File: src/hw/rtl/nlse_pkg.sv
package nlse_pkg;

    // default geometry of one automaton layer
    localparam int STATE_COUNT_DEF = 8;
    localparam int SYMBOL_MAX_DEF  = 8;

    // widest layout the transaction fields can name
    localparam int ROW_SYMBOLS = 8;

    // field widths of the channels
    localparam int MODE_W    = 3;
    localparam int INDEX_W   = 3;
    localparam int MASK_W    = 8;
    localparam int SYMCNT_W  = 4;

    typedef enum logic [MODE_W-1:0] {
        MODE_CLEAR  = 3'd0,
        MODE_ADD    = 3'd1,
        MODE_INIT   = 3'd2,
        MODE_FINAL  = 3'd3,
        MODE_EXPAND = 3'd4
    } mode_t;

    typedef enum logic [1:0] {
        ST_IDLE,
        ST_ADD_WR,
        ST_EXPAND
    } state_t;

endpackage

File: src/hw/rtl/nlse_if.sv
interface nlse_item_if;
    import nlse_pkg::*;

    logic                 valid;
    logic                 ready;
    logic [MODE_W-1:0]    mode;
    logic [INDEX_W-1:0]   left_index;
    logic [INDEX_W-1:0]   symbol_index;
    logic [INDEX_W-1:0]   right_index;
    logic [MASK_W-1:0]    subset_mask;

    modport source (
        output valid, mode, left_index, symbol_index, right_index, subset_mask,
        input  ready
    );

    modport sink (
        input  valid, mode, left_index, symbol_index, right_index, subset_mask,
        output ready
    );
endinterface

interface nlse_result_if;
    import nlse_pkg::*;

    logic                 valid;
    logic                 ready;
    logic [INDEX_W-1:0]   out_symbol;
    logic [MASK_W-1:0]    next_mask;
    logic                 next_nonempty;
    logic                 is_initial;
    logic                 is_final;
    logic                 last;

    modport source (
        output valid, out_symbol, next_mask, next_nonempty, is_initial, is_final, last,
        input  ready
    );

    modport sink (
        input  valid, out_symbol, next_mask, next_nonempty, is_initial, is_final, last,
        output ready
    );
endinterface

File: src/hw/rtl/nfa_layer_subset_expander_unit.sv
// load: clear, init and final act at accept; add reads at accept, writes back in ST_ADD_WR
// expand: each symbol word read in ST_EXPAND waits in the pending register, then moves to
// the output register; one result per cycle unless result.ready stalls; the single read
// port of the transition memory (one symbol word per read) sets the rate
// reset: asynchronous, active low; transition store empty, marks zero, symbol_count 8,
// no result pending
module nfa_layer_subset_expander_unit #(
    parameter int STATE_COUNT = nlse_pkg::STATE_COUNT_DEF,
    parameter int SYMBOL_MAX  = nlse_pkg::SYMBOL_MAX_DEF
) (
    input  logic                          clk,
    input  logic                          rst_n,
    nlse_item_if.sink                     item,
    nlse_result_if.source                 result,
    input  logic                          cfg_we,
    input  logic [nlse_pkg::SYMCNT_W-1:0] cfg_wdata
);
    import nlse_pkg::*;

    // memory holds one word per symbol; word bit (left * STATE_COUNT + right)
    localparam int SYM_DEPTH = (SYMBOL_MAX < ROW_SYMBOLS) ? SYMBOL_MAX : ROW_SYMBOLS;
    localparam int SYM_AW    = (SYM_DEPTH > 1) ? $clog2(SYM_DEPTH) : 1;
    localparam int SC_AW     = (STATE_COUNT > 1) ? $clog2(STATE_COUNT) : 1;
    localparam int WORD_W    = STATE_COUNT * STATE_COUNT;
    localparam int BIT_AW    = (WORD_W > 1) ? $clog2(WORD_W) : 1;

    // control
    state_t                 state_reg, state_next;
    logic [SYMCNT_W-1:0]    symbol_count_reg;
    logic [SYMCNT_W-1:0]    n_eff;
    logic                   accept;
    logic                   add_ok;

    // transition memory with per-entry valid bits (clear resets all of those at accept)
    logic [WORD_W-1:0]      rel_mem [SYM_DEPTH];
    logic [SYM_DEPTH-1:0]   entry_vld_reg;
    logic                   rd_en;
    logic [SYM_AW-1:0]      rd_addr;
    logic [WORD_W-1:0]      rd_word_reg;
    logic                   rd_vld_reg;
    logic [WORD_W-1:0]      word_eff;
    logic [WORD_W-1:0]      wr_word;
    logic [BIT_AW-1:0]      wr_bit;

    // pending add transaction
    logic [SYM_AW-1:0]      add_addr_reg;
    logic [SC_AW-1:0]       add_left_reg;
    logic [SC_AW-1:0]       add_right_reg;

    // marks and the subset under expansion
    logic [STATE_COUNT-1:0] initial_reg;
    logic [STATE_COUNT-1:0] final_reg;
    logic [STATE_COUNT-1:0] subset_reg;
    logic                   init_flag_reg;
    logic                   fin_flag_reg;
    logic [STATE_COUNT-1:0] subset_in;

    // expand read pipeline: issue counter, then read data waiting for the output slot
    logic [SYMCNT_W-1:0]    issue_cnt_reg;
    logic                   pend_reg;
    logic [INDEX_W-1:0]     pend_sym_reg;
    logic                   issue;
    logic                   load_out;
    logic                   last_c;
    logic [STATE_COUNT-1:0] next_c;

    // output register
    logic                   out_valid_reg;
    logic [INDEX_W-1:0]     out_symbol_reg;
    logic [MASK_W-1:0]      next_mask_reg;
    logic                   next_nonempty_reg;
    logic                   is_initial_reg;
    logic                   is_final_reg;
    logic                   last_reg;

    assign item.ready = (state_reg == ST_IDLE);
    assign accept     = item.valid && item.ready;

    // symbol count: zero counts as one, saturate at the memory depth
    always_comb
    begin
        if (symbol_count_reg == '0)
        begin
            n_eff = SYMCNT_W'(1);
        end
        else if (symbol_count_reg > SYMCNT_W'(SYM_DEPTH))
        begin
            n_eff = SYMCNT_W'(SYM_DEPTH);
        end
        else
        begin
            n_eff = symbol_count_reg;
        end
    end

    assign add_ok = ({1'b0, item.left_index} < 4'(STATE_COUNT)) &&
                    ({1'b0, item.right_index} < 4'(STATE_COUNT)) &&
                    ({1'b0, item.symbol_index} < 4'(SYM_DEPTH));

    assign subset_in = item.subset_mask[STATE_COUNT-1:0];

    // expand issue / drain
    assign load_out = pend_reg && (!out_valid_reg || result.ready);
    assign issue    = (state_reg == ST_EXPAND) && (issue_cnt_reg < n_eff) &&
                      (!pend_reg || load_out);
    assign last_c   = ((4'(pend_sym_reg) + 4'd1) == n_eff);

    assign word_eff = rd_vld_reg ? rd_word_reg : '0;

    // union of the rows of every subset member
    always_comb
    begin
        next_c = '0;
        for (int l = 0; l < STATE_COUNT; l++)
        begin
            if (subset_reg[l])
            begin
                next_c = next_c | word_eff[l*STATE_COUNT +: STATE_COUNT];
            end
        end
    end

    // read-modify-write data for add
    always_comb
    begin
        wr_bit  = BIT_AW'(add_left_reg) * BIT_AW'(STATE_COUNT) + BIT_AW'(add_right_reg);
        wr_word = word_eff | (WORD_W'(1) << wr_bit);
    end

    // read port: add reads its symbol word at accept, expand walks the symbols
    always_comb
    begin
        rd_en   = issue || (accept && (item.mode == MODE_ADD) && add_ok);
        rd_addr = (state_reg == ST_EXPAND) ? issue_cnt_reg[SYM_AW-1:0]
                                           : item.symbol_index[SYM_AW-1:0];
    end

    always_ff @(posedge clk)
    begin
        if (rd_en)
        begin
            rd_word_reg <= rel_mem[rd_addr];
        end
        if (state_reg == ST_ADD_WR)
        begin
            rel_mem[add_addr_reg] <= wr_word;
        end
    end

    // state machine
    always_ff @(posedge clk or negedge rst_n)
    begin
        if (!rst_n)
        begin
            state_reg <= ST_IDLE;
        end
        else
        begin
            state_reg <= state_next;
        end
    end

    always_comb
    begin
        state_next = state_reg;
        case (state_reg)
            ST_IDLE:
            begin
                if (accept)
                begin
                    if (item.mode == MODE_ADD && add_ok)
                    begin
                        state_next = ST_ADD_WR;
                    end
                    else if (item.mode == MODE_EXPAND)
                    begin
                        state_next = ST_EXPAND;
                    end
                end
            end
            ST_ADD_WR:
            begin
                state_next = ST_IDLE;
            end
            ST_EXPAND:
            begin
                if (load_out && last_c)
                begin
                    state_next = ST_IDLE;
                end
            end
            default:
            begin
                state_next = ST_IDLE;
            end
        endcase
    end

    // control state: config, valid bits, marks, expand pipeline, output valid
    always_ff @(posedge clk or negedge rst_n)
    begin
        if (!rst_n)
        begin
            symbol_count_reg <= SYMCNT_W'(ROW_SYMBOLS);
            entry_vld_reg    <= '0;
            initial_reg      <= '0;
            final_reg        <= '0;
            rd_vld_reg       <= 1'b0;
            issue_cnt_reg    <= '0;
            pend_reg         <= 1'b0;
            out_valid_reg    <= 1'b0;
        end
        else
        begin
            if (cfg_we)
            begin
                symbol_count_reg <= cfg_wdata;
            end

            if (rd_en)
            begin
                rd_vld_reg <= entry_vld_reg[rd_addr];
            end

            if (state_reg == ST_ADD_WR)
            begin
                entry_vld_reg[add_addr_reg] <= 1'b1;
            end

            if (accept)
            begin
                case (item.mode)
                    MODE_CLEAR:
                    begin
                        entry_vld_reg <= '0;
                        initial_reg   <= '0;
                        final_reg     <= '0;
                    end
                    MODE_INIT:
                    begin
                        if ({1'b0, item.left_index} < 4'(STATE_COUNT))
                        begin
                            initial_reg[item.left_index[SC_AW-1:0]] <= 1'b1;
                        end
                    end
                    MODE_FINAL:
                    begin
                        if ({1'b0, item.right_index} < 4'(STATE_COUNT))
                        begin
                            final_reg[item.right_index[SC_AW-1:0]] <= 1'b1;
                        end
                    end
                    MODE_EXPAND:
                    begin
                        issue_cnt_reg <= '0;
                    end
                    default:
                    begin
                    end
                endcase
            end

            if (issue)
            begin
                issue_cnt_reg <= issue_cnt_reg + SYMCNT_W'(1);
                pend_reg      <= 1'b1;
            end
            else if (load_out)
            begin
                pend_reg <= 1'b0;
            end

            if (load_out)
            begin
                out_valid_reg <= 1'b1;
            end
            else if (result.ready)
            begin
                out_valid_reg <= 1'b0;
            end
        end
    end

    // payload registers
    always_ff @(posedge clk)
    begin
        if (accept)
        begin
            add_addr_reg  <= item.symbol_index[SYM_AW-1:0];
            add_left_reg  <= item.left_index[SC_AW-1:0];
            add_right_reg <= item.right_index[SC_AW-1:0];
            if (item.mode == MODE_EXPAND)
            begin
                subset_reg    <= subset_in;
                init_flag_reg <= (subset_in != '0) && ((subset_in & ~initial_reg) == '0);
                fin_flag_reg  <= ((subset_in & final_reg) != '0);
            end
        end

        if (issue)
        begin
            pend_sym_reg <= issue_cnt_reg[INDEX_W-1:0];
        end

        if (load_out)
        begin
            out_symbol_reg    <= pend_sym_reg;
            next_mask_reg     <= MASK_W'(next_c);
            next_nonempty_reg <= (next_c != '0);
            is_initial_reg    <= init_flag_reg;
            is_final_reg      <= fin_flag_reg;
            last_reg          <= last_c;
        end
    end

    assign result.valid         = out_valid_reg;
    assign result.out_symbol    = out_symbol_reg;
    assign result.next_mask     = next_mask_reg;
    assign result.next_nonempty = next_nonempty_reg;
    assign result.is_initial    = is_initial_reg;
    assign result.is_final      = is_final_reg;
    assign result.last          = last_reg;

endmodule

File: src/flat_wrapper.sv
// flat-port wrapper written by rule: the top's interface ports become plain ports
module nfa_layer_subset_expander_unit_flat import nlse_pkg::*;
#(
    parameter int STATE_COUNT = nlse_pkg::STATE_COUNT_DEF,
    parameter int SYMBOL_MAX  = nlse_pkg::SYMBOL_MAX_DEF
)
  (clk, rst_n, cfg_we, cfg_wdata, item_valid, item_mode, item_left_index, item_symbol_index, item_right_index, item_subset_mask, item_ready, result_valid, result_out_symbol, result_next_mask, result_next_nonempty, result_is_initial, result_is_final, result_last, result_ready);
  nlse_item_if item_i ();
  nlse_result_if result_i ();
  input  logic clk;
  input  logic rst_n;
  input  logic cfg_we;
  input  logic [nlse_pkg::SYMCNT_W-1:0] cfg_wdata;
  input wire logic [$bits(item_i.valid)-1:0] item_valid;
  input wire logic [$bits(item_i.mode)-1:0] item_mode;
  input wire logic [$bits(item_i.left_index)-1:0] item_left_index;
  input wire logic [$bits(item_i.symbol_index)-1:0] item_symbol_index;
  input wire logic [$bits(item_i.right_index)-1:0] item_right_index;
  input wire logic [$bits(item_i.subset_mask)-1:0] item_subset_mask;
  output wire logic [$bits(item_i.ready)-1:0] item_ready;
  output wire logic [$bits(result_i.valid)-1:0] result_valid;
  output wire logic [$bits(result_i.out_symbol)-1:0] result_out_symbol;
  output wire logic [$bits(result_i.next_mask)-1:0] result_next_mask;
  output wire logic [$bits(result_i.next_nonempty)-1:0] result_next_nonempty;
  output wire logic [$bits(result_i.is_initial)-1:0] result_is_initial;
  output wire logic [$bits(result_i.is_final)-1:0] result_is_final;
  output wire logic [$bits(result_i.last)-1:0] result_last;
  input wire logic [$bits(result_i.ready)-1:0] result_ready;
  assign item_i.valid = item_valid;
  assign item_i.mode = item_mode;
  assign item_i.left_index = item_left_index;
  assign item_i.symbol_index = item_symbol_index;
  assign item_i.right_index = item_right_index;
  assign item_i.subset_mask = item_subset_mask;
  assign item_ready = item_i.ready;
  assign result_valid = result_i.valid;
  assign result_out_symbol = result_i.out_symbol;
  assign result_next_mask = result_i.next_mask;
  assign result_next_nonempty = result_i.next_nonempty;
  assign result_is_initial = result_i.is_initial;
  assign result_is_final = result_i.is_final;
  assign result_last = result_i.last;
  assign result_i.ready = result_ready;
  nfa_layer_subset_expander_unit #(.STATE_COUNT(STATE_COUNT), .SYMBOL_MAX(SYMBOL_MAX)) u_core (.clk(clk), .rst_n(rst_n), .item(item_i), .result(result_i), .cfg_we(cfg_we), .cfg_wdata(cfg_wdata));
endmodule
File: config.mk
export PLATFORM = sky130hd
export DESIGN_NAME = nfa_layer_subset_expander_unit_flat
export DESIGN_NICKNAME = d
export VERILOG_FILES = /design/src/hw/rtl/nlse_pkg.sv /design/src/hw/rtl/nlse_if.sv /design/src/hw/rtl/nfa_layer_subset_expander_unit.sv /design/src/flat_wrapper.sv
export SDC_FILE = /design/constraint.sdc
export NUM_CORES = 1
export LEC_CHECK = 0
export BUFFER_PORTS_ARGS = -buffer_cell sky130_fd_sc_hd__buf_2
export CAP_MARGIN = 25
export CELL_PAD_IN_SITES_DETAIL_PLACEMENT = 1
export CELL_PAD_IN_SITES_GLOBAL_PLACEMENT = 1
export CORE_MARGIN = 3
export CORE_UTILIZATION = 50
export CTS_CLUSTER_SIZE = 10
export DETAILED_ROUTE_END_ITERATION = 10
export PLACE_DENSITY_LB_ADDON = 0.3
export SLEW_MARGIN = 25
export SYNTH_ARGS = -nofsm -noshare
export SYNTH_HDL_FRONTEND = slang
export SYNTH_SLANG_ARGS = --single-unit
File: constraint.sdc
create_clock -name clk -period 6.9 [get_ports clk]
set_clock_uncertainty 0.2 [all_clocks]
set_input_delay 1.035 -clock clk [delete_from_list [all_inputs] [get_ports clk]]
set_output_delay 1.035 -clock clk [all_outputs]
set_load 0.02 [all_outputs]
==> impl_metrics.csv <==
group,metric,value,unit
layout,fin_nets,1361,
clock_network,cts_sinks,650,
synthesis,yosysMostFrequentCell,"edfxtp_1",
layout,drive_gt1_frac,0.2733,
synthesis,ys_top_cells_by_count,"edfxtp_1, mux4_2, mux2_2",
timing,max_freq,0.2803,GHz
timing,min_period,3.568,ns
timing,fin_setup_tns,0,ns
timing,hold_viol,0,
critical_path,crit_chain,"buf_2 > or3b_2 > or3b_2 > o21ai_4 > buf_4",
critical_path,regToRegEndpoint,"u_core.rd_word_reg[19]$_DFFE_PP_",
synthesis,synth_top_area_share,0.7236,
clock_network,cts_resized,0,
synthesis,syn_avg_cell_area,20.43,sq um
synthesis,ys_seq_area_frac,0.7600,
power,ir_drop,0.2891,mV
layout,largest_reg_flops,512,
power,clockPowerShare,0.301,
timing,relSlewSlack,0.2918,
global_routing,grt_pass1_vias,13740,
drt,firstDrtPassIters,6,
placed_design,dpl.hpwl,32310,microns
clock_network,ctsHoldBuffers,0,
synthesis,syn-instance-count,1245,
clock_network,cts_root_buffer,"clkbuf_16",
critical_path,critPathMaxStageDelay,0.70,ns
power,p_per_area,405.1,nW/um^2
synthesis,yosysTopAreaCell,"edfxtp_1",
floorplan,fp-row-count,82,
timing,hold-worst-slack,0.2231,ns
synthesis,synth_area_leaders,"edfxtp_1, mux4_2, dfrtp_1",
timing,fin_crit_sh,0.5171,
floorplan,floorplan.io_pins,46,
drt,vias,12750,
clock_network,post_cts_buffers,0,
synthesis,ys_warn_count,0,
synthesis,synth_edf_count,613,
floorplan,core-area,50170,sq um
clock_network,cts_buffers,75,
global_routing,grt_pass1_wl,89510,microns
synthesis,synth_area,25440,sq um
floorplan,initial_utilization,0.5071,
drt,wl_per_cell,29.73,microns
hold_path,min_from,"u_core.init_flag_reg$_DFFE_PP_",
critical_path,critPathBufInv,2,
critical_path,regToRegSetupSlack,3.36,ns
timing,rsz0062_at_grt,"false",
job,drv_cap,0,
critical_path,path_class,"input pin to flip-flop",
drt,ant_nets,0,
power,power_switching_share,0.2830,
critical_path,slowest_stage,"buf_4",
critical_path,cp.required,6.93,ns
global_routing,antenna_found_initial,1,
floorplan,die-area,53620,sq um
hold_path,hold_class,"flip-flop to flip-flop",
clock_network,path_clk_slew,0.05,ns
hold_path,hold_path_depth,0,
critical_path,cp-end-kind,"flip-flop",
drt,drt_wl_total,60150,microns
clock_network,cts_tree,"built",
timing,slew_violations,0,
critical_path,rr_worst_depth,6,
synthesis,yosysUniqueCellTypes,49,
critical_path,regToRegStartpoint,"u_core.state_reg[0]$_DFFE_PN0P_",
run_status,status,"finished clean",
drt,avgViaCountPerCell,6.304,
global_routing,grtUsageTotal,0.2280,
drt,route.detailed.drc,0,
synthesis,async_reset_ff_frac,0.05692,
hold_path,min_to,"u_core.result.is_initial$_DFFE_PP_",
power,internal_power,8.288,mW
power,p_switching,3.271,mW
layout,synthToLayoutAreaGrowth,12.17,%
critical_path,cp_common_cell,"or3b_2",
clock_network,clk_latency,0.61,ns
floorplan,die_h,231.6,microns
timing,setup_viol,0,
power,p_leak,9.385,nW
drt,drt_iter0_drc,1216,
clock_network,htreeDepth,3,
global_routing,gr-total-overflow,0,
power,pwr-share-comb,0.231,
critical_path,crit_arrival,3.60,ns
placed_design,numPortBuffers,45,
global_routing,grt_max_degree,130,
clock_network,clock_path_buffers,3,
placed_design,gp_congestion,0.7778,
timing,worst_pin_slew,1.062,ns
critical_path,start_kind,"input pin",
synthesis,synth_seq_cells,650,
synthesis,syn_nets,1279,
power,pwr-share-seq,0.468,
critical_path,critPathTopFamily,"simple AND/OR/NAND/NOR gates",
critical_path,cp_max_fo,45,
floorplan,chipWidth,231.6,microns
synthesis,synth_ff_type,"edfxtp_1",
-- worst reg2reg max path: stages (launching register included) --
cell and delay (ns):
dfrtp_1 0.43, nor2b_1 0.52, buf_4 0.30, nand3_1 0.08, or3_1 0.51, o21ai_4 0.36, buf_4 0.72
-- how the worst max path moves through the flow --
stage / start / endpoint / slack [ns] / depth (start not counted)
6_report: item_valid / u_core.rd_word_reg[19]$_DFFE_PP_ / 3.33 / 5
5_1_grt: u_core.state_reg[0]$_DFFE_PN0P_ / u_core.rd_word_reg[19]$_DFFE_PP_ / 3.17 / 6
4_1_cts: u_core.state_reg[0]$_DFFE_PN0P_ / u_core.rd_word_reg[62]$_DFFE_PP_ / 3.27 / 5
3_5_place_dp: item_valid / u_core.rd_word_reg[12]$_DFFE_PP_ / 2.72 / 5
3_3_place_gp: item_valid / u_core.rd_word_reg[14]$_DFFE_PP_ / 2.77 / 5
2_1_floorplan: u_core.state_reg[1]$_DFFE_PN0P_ / u_core.rel_mem[0][0]$_DFFE_PP_ / 0.84 / 2
-- cell families after synthesis --
| family | count (synthesis) | share of synthesized area |
|---|---|---|
| multiplexers | 216 | 0.1513 |
| AND/OR/NAND/NOR | 151 | 0.02892 |
| adder cells (fa/ha/maj) | 5 | 0.002459 |
| buffers and inverters | 78 | 0.01584 |
| flip-flops | 650 | 0.7600 |
| XOR/XNOR | 2 | 0.0006887 |
| AO/OA/AOI/OAI | 143 | 0.04072 |
-- final cells by class --
| type | instances | area, sq um |
|---|---|---|
| Clock inverter | 7 | 90.09 |
| Tap cell | 672 | 840.8 |
| Antenna cell | 1 | 2.502 |
| Clock buffer | 93 | 1966 |
| Inverter | 15 | 56.30 |
| Sequential cell | 650 | 19340 |
| Multi-Input combinational cell | 517 | 5818 |
| Timing Repair Buffer | 68 | 426.7 |
| Fill cell | 4248 | 21630 |
-- metal layers --
layer,global-route usage,wire length [microns]
met1,0.3072,24120
met2,0.3700,29720
met3,0.05543,4568
met4,0.07552,1734
met5,0,0
-- power groups by stage --
stage / Combinational, mW / Sequential [mW] / Clock (mW)
finish: 2.67 / 5.41 / 3.48
global route: 2.89 / 5.44 / 3.70
CTS: 2.71 / 5.40 / 3.54
detailed placement: 2.68 / 5.47 / 0
global placement: 2.57 / 5.44 / 0
floorplan: 1.95 / 5.39 / 0
-- metrics by stage --
step / setup slack, ns / total power, mW / cells / utilization / cell area, sq um
2_1_floorplan: 0.8361 / 7.342 / 1245 / - / 25440
3_3_place_gp: 2.775 / 8.012 / 1922 / 0.5276 / 26470
3_5_place_dp: 2.720 / 8.147 / 1922 / 0.5277 / 26470
4_1_cts: 3.271 / 11.64 / 2022 / 0.5686 / 28530
5_1_grt: 3.168 / 12.03 / 2022 / 0.5687 / 28530
6_report: 3.332 / 11.56 / 2023 / 0.5688 / 28540
-- cells in the final DEF, fill, tap and decap left out, drive strengths merged, types with 2 or more instances in the layout --
master    n
nand4     3
a21oi    15
nor2     53
and2      2
nand4b    3
or3b      3
a22oi    36
ha        5
mux2     69
nor4      6
clkinv    2
nand2    31
mux4    128
mux2i    19
nand2b   12
nand3b    3
buf      68
inv      19
or4       2
a32o      4
clkbuf   93
nand3     8
dfrtp    36
a31oi     6
edfxtp  613
nor3     11
a22o     40
o21ai    24
o22ai     4
a41oi     8
nor2b     9
Note: power is estimated with default switching activity, not from simulation.
